<file path="src/design/yuvrgb_pkg.sv">
// Package: shared constants, types and state encoding for the YUV 4:2:0 to RGB block.
package yuvrgb_pkg;

  localparam int MaxWidth   = 160;
  localparam int MaxHeight  = 120;
  localparam int FrameDepth = MaxWidth * MaxHeight * 3 / 2;
  localparam int AddrW      = $clog2(FrameDepth);
  localparam int WidthW     = 8;
  localparam int HeightW    = 7;
  localparam int ByteW      = 8;
  localparam int CfgIdxW    = 2;
  localparam int SumW       = 20;

  localparam logic [WidthW-1:0]  FrameWidthRst  = WidthW'(MaxWidth);
  localparam logic [HeightW-1:0] FrameHeightRst = HeightW'(MaxHeight);

  localparam logic CmdStore   = 1'b0;
  localparam logic CmdConvert = 1'b1;

  localparam logic ModeWebcam = 1'b0;
  localparam logic ModeStudio = 1'b1;

  localparam logic [CfgIdxW-1:0] RegFrameWidth  = 2'd0;
  localparam logic [CfgIdxW-1:0] RegFrameHeight = 2'd1;
  localparam logic [CfgIdxW-1:0] RegRangeMode   = 2'd2;

  typedef enum logic [2:0] {
    ST_IDLE,
    ST_YADDR,
    ST_SIZE,
    ST_CADDR,
    ST_UADDR,
    ST_VADDR,
    ST_UGET,
    ST_MATH
  } ctrl_state_e;

  typedef struct packed {
    logic wr_mem;
    logic load;
    logic yaddr;
    logic size;
    logic caddr;
    logic uaddr;
    logic vaddr;
    logic uget;
    logic math;
    logic sum;
  } dp_cmd_t;

endpackage

</file>
<file path="src/design/yuvrgb_ctrl.sv">
// Controller: issues store writes and sequences frame reads and arithmetic for one convert item.
module yuvrgb_ctrl (
  input  logic               clk_i,
  input  logic               rst_ni,
  input  logic               start_i,
  input  logic               command_i,
  output logic               busy_o,
  output yuvrgb_pkg::dp_cmd_t cmd_o
);

  yuvrgb_pkg::ctrl_state_e state_q, state_d;
  logic                    sum_q, sum_d;

  always_ff @(posedge clk_i or negedge rst_ni) begin
    if (!rst_ni) begin
      state_q <= yuvrgb_pkg::ST_IDLE;
      sum_q   <= 1'b0;
    end else begin
      state_q <= state_d;
      sum_q   <= sum_d;
    end
  end

  always_comb begin
    state_d = state_q;
    sum_d   = 1'b0;
    cmd_o   = '0;
    busy_o  = 1'b1;
    case (state_q)
      yuvrgb_pkg::ST_IDLE: begin
        busy_o = sum_q;
        cmd_o.sum = sum_q;
        if (start_i && !sum_q) begin
          if (command_i == yuvrgb_pkg::CmdConvert) begin
            cmd_o.load = 1'b1;
            state_d    = yuvrgb_pkg::ST_YADDR;
          end else begin
            cmd_o.wr_mem = 1'b1;
          end
        end
      end
      yuvrgb_pkg::ST_YADDR: begin
        cmd_o.yaddr = 1'b1;
        state_d     = yuvrgb_pkg::ST_SIZE;
      end
      yuvrgb_pkg::ST_SIZE: begin
        cmd_o.size = 1'b1;
        state_d    = yuvrgb_pkg::ST_CADDR;
      end
      yuvrgb_pkg::ST_CADDR: begin
        cmd_o.caddr = 1'b1;
        state_d     = yuvrgb_pkg::ST_UADDR;
      end
      yuvrgb_pkg::ST_UADDR: begin
        cmd_o.uaddr = 1'b1;
        state_d     = yuvrgb_pkg::ST_VADDR;
      end
      yuvrgb_pkg::ST_VADDR: begin
        cmd_o.vaddr = 1'b1;
        state_d     = yuvrgb_pkg::ST_UGET;
      end
      yuvrgb_pkg::ST_UGET: begin
        cmd_o.uget = 1'b1;
        state_d    = yuvrgb_pkg::ST_MATH;
      end
      yuvrgb_pkg::ST_MATH: begin
        cmd_o.math = 1'b1;
        sum_d      = 1'b1;
        state_d    = yuvrgb_pkg::ST_IDLE;
      end
      default: begin
        state_d = yuvrgb_pkg::ST_IDLE;
      end
    endcase
  end

endmodule

</file>
<file path="config.mk">
export PLATFORM = sky130hd
export DESIGN_NAME = yuvrgb_ctrl
export DESIGN_NICKNAME = d
export VERILOG_FILES = /design/src/design/yuvrgb_pkg.sv /design/src/design/yuvrgb_ctrl.sv
export SDC_FILE = /design/constraint.sdc
export NUM_CORES = 1
export LEC_CHECK = 0
export ABC_CLOCK_PERIOD_IN_PS = 2230
export BUFFER_PORTS_ARGS = -buffer_cell sky130_fd_sc_hd__buf_2
export CAP_MARGIN = 20
export CORE_AREA = 3 3 40 42
export CTS_CLUSTER_DIAMETER = 120
export DETAILED_ROUTE_END_ITERATION = 7
export DIE_AREA = 0 0 43 45
export MAX_ROUTING_LAYER = met4
export SLEW_MARGIN = 20
export SYNTH_ARGS = -nofsm -noshare
export SYNTH_HDL_FRONTEND = slang
export SYNTH_SLANG_ARGS = --single-unit
</file>
<file path="constraint.sdc">
create_clock -name clk_i -period 2.23 [get_ports clk_i]
set_input_delay 0.1115 -clock clk_i [delete_from_list [all_inputs] [get_ports clk_i]]
set_output_delay 0.1115 -clock clk_i [all_outputs]
set_load 0.05 [all_outputs]
</file>
==> impl_metrics.csv <==
group,metric,value,unit
outcome,status,"completed",
clocking,cts_resized,0,
critical_path,cp-start-kind,"flop",
synthesis,muxShareOfSynthArea,0.0766,
routing,antenna_violating_nets_post_route,0,
floorplanning,die_h,45,um
clocking,cts_hold_buf,1,
synthesis,yosys.area_share.xor_xnor,0,
critical_path,cp_top_family,"simple AND/OR/NAND/NOR gates",
routing,viasPerCell,3.89,
clocking,htreeDepth,1,
place,gp_congestion,0.695,
routing,drtIter0Drc,0,
routing,drt_wl_total,589,um
synthesis,synth_commonest_cells,"5 x and2_2, 4 x dfrtp_1, 4 x ha_1, 3 x and2b_2, 3 x inv_1",
timing,fin_skew,0.00108,ns
timing,rsz0062_at_grt,"no",
hold_path,min_path_type,"input pin to asynchronous set/reset pin",
critical_path,critPathSlowestCell,"dfrtp_1",
global_routing,grt.overflow.total,0,
synthesis,synth_edf_count,0,
critical_path,critPathMaxStageDelay,0.39,ns
layout,syn_to_final_growth,34.9,%
global_routing,grt_max_degree,11,
synthesis,synth-compound-area-share,0.0805,
clocking,cts_tree,"built",
clocking,cts_root_buf,"clkbuf_4",
clocking,cts_sinks,4,
critical_path,crit_required,2.12,ns
timing,relSlewSlack,0.784,
global_routing,grt_pass1_wl,959,um
job,drv_cap,0,
timing,setup_viol,0,
layout,diodes,0,
synthesis,synth_top_cell_area_share,0.307,
global_routing,track_usage,0.0758,
timing,hold_violations,0,
layout,drive_above_1_share,0.580,
critical_path,crit_buf_inv,2,
critical_path,cp_data_arrival_time,1.68,ns
synthesis,synthAdderAreaFrac,0.153,
synthesis,synth_top_cells_by_area,"dfrtp_1 31%, ha_1 15%, and2_2 11%, and2b_2 8.0%, mux2_4 4.6%",
synthesis,synthFlopType,"dfrtp_1",
critical_path,r2r_start,"state_q[0]",
timing,finalCriticalPeriod,1.79,ns
synthesis,ys_types,17,
routing,wire_per_inst,9.06,um
floorplanning,initial_utilization,0.254,
floorplanning,std_cell_rows,13,
synthesis,synth_seq_cells,4,
clocking,post-cts-setup-buffers,0,
floorplanning,core,1280,sq um
routing,drc_errors,0,
timing,post-route-period-util,0.804,
critical_path,cp-startpoint,"state_q[0]",
timing,fmax,558,MHz
clocking,cts_buffers,3,
layout,final_nets,60,
synthesis,yosys_warnings,0,
clocking,clk_latency,0.23,ns
floorplanning,io_pins,15,
synthesis,synth_top_cell_by_area,"dfrtp_1",
global_routing,antenna_found_initial,0,
synthesis,synth_area_per_cell,9.90,sq um
synthesis,postSynth.asyncResetShare,1.00,
clocking,cts.path.max_buffers,2,
critical_path,crit_type,"flop to output port",
global_routing,grt_pass1_vias,234,
synthesis,syn_area,327,sq um
synthesis,synthCells,33,
place,numPortBuffers,14,
timing,setup_tns,0,ns
timing,maxSlewViolCount,0,
critical_path,path_max_fanout,4,
routing,first_pass_iters,1,
timing,tightest_slew,0.323,ns
synthesis,yosysSeqAreaShare,0.307,
synthesis,yosysMostFrequentCell,"and2_2",
clocking,path_clk_slew,0.04,ns
synthesis,synth_nets,41,
critical_path,cp-end-kind,"output port",
floorplanning,die-width,43,um
routing,via_count,253,
critical_path,cp_cell_sequence,"inv_1, ha_1, nor3b_1, and3_1, buf_2",
layout,nFillCells,133,
synthesis,synthSimpleGateAreaFrac,0.326,
synthesis,synth_top_family_by_area,"simple AND/OR/NAND/NOR gates",
floorplanning,dieArea,1940,sq um
## kinds of logic after synthesis
| logic type | count (synthesis) |
|---|---|
| compound gates | 3 |
| fa+ha+maj | 4 |
| buf+inv | 4 |
| flops | 4 |
| mux | 2 |
| simple gates | 16 |
## per-stage QoR
| stage | instance area (sq um) | utilization | hold WS (ns) | worst slack, ns | cells |
|---|---|---|---|---|---|
| final | 440 | 0.343 | 0.213 | 0.438 | 65 |
| after CTS | 440 | 0.343 | 0.200 | 0.415 | 65 |
| after detailed placement | 408 | 0.317 | -0.0825 | 0.679 | 61 |
| after global placement | 408 | 0.317 | -0.0826 | 0.688 | 61 |
| after global routing | 440 | 0.343 | 0.212 | 0.224 | 65 |
| after floorplan | 327 | - | -0.184 | 0.486 | 33 |
## cells in the final DEF (no fill, tap or decap)
cell	instances
and2_2	5
and2b_2	3
and3_1	1
buf_2	14
clkbuf_4	3
dfrtp_1	4
dlygate4sd3_1	1
ha_1	4
inv_1	3
mux2_4	1
mux2i_1	1
nand2_1	2
nor2_1	2
nor2b_2	1
nor3_1	1
nor3b_1	1
o21a_1	1
o21ai_2	1
o31a_2	1
## worst paths after layout
path,slack [ns],cells after the start,endpoint
setup / recovery,0.44,5,cmd_o[8]
hold reg to reg,0.58,1,state_q[1]
setup reg to reg,0.84,5,state_q[1]
hold / removal,0.21,2,state_q[0]
min in group clk_i,0.29,4,state_q[2]
max in group asynchronous,1.90,2,sum_q
## routing by layer
layer / part of all wire / GRT usage
met5: 0 / -
met4: 0 / 0.0904
met3: 0.065 / 0.0279
met2: 0.41 / 0.0928
met1: 0.52 / 0.0854
## final cells by class
| class | count | area (sq um) | share of cell area |
|---|---|---|---|
| multi-input cells | 25 | 208 | 0.472 |
| repair buffers | 15 | 80.1 | 0.182 |
| clock buffers | 3 | 22.5 | 0.0511 |
| well taps | 15 | 18.8 | 0.0426 |
| flip-flops and latches | 4 | 100 | 0.227 |
| inverters | 3 | 11.3 | 0.0256 |
## sequential cells by signal (all words and copies together), names as in the netlist
signal and count:
sum_q 1, state_q 3
Power is not shown: default switching activity piles up to over one toggle a cycle in this logic, so the estimate is an artifact.
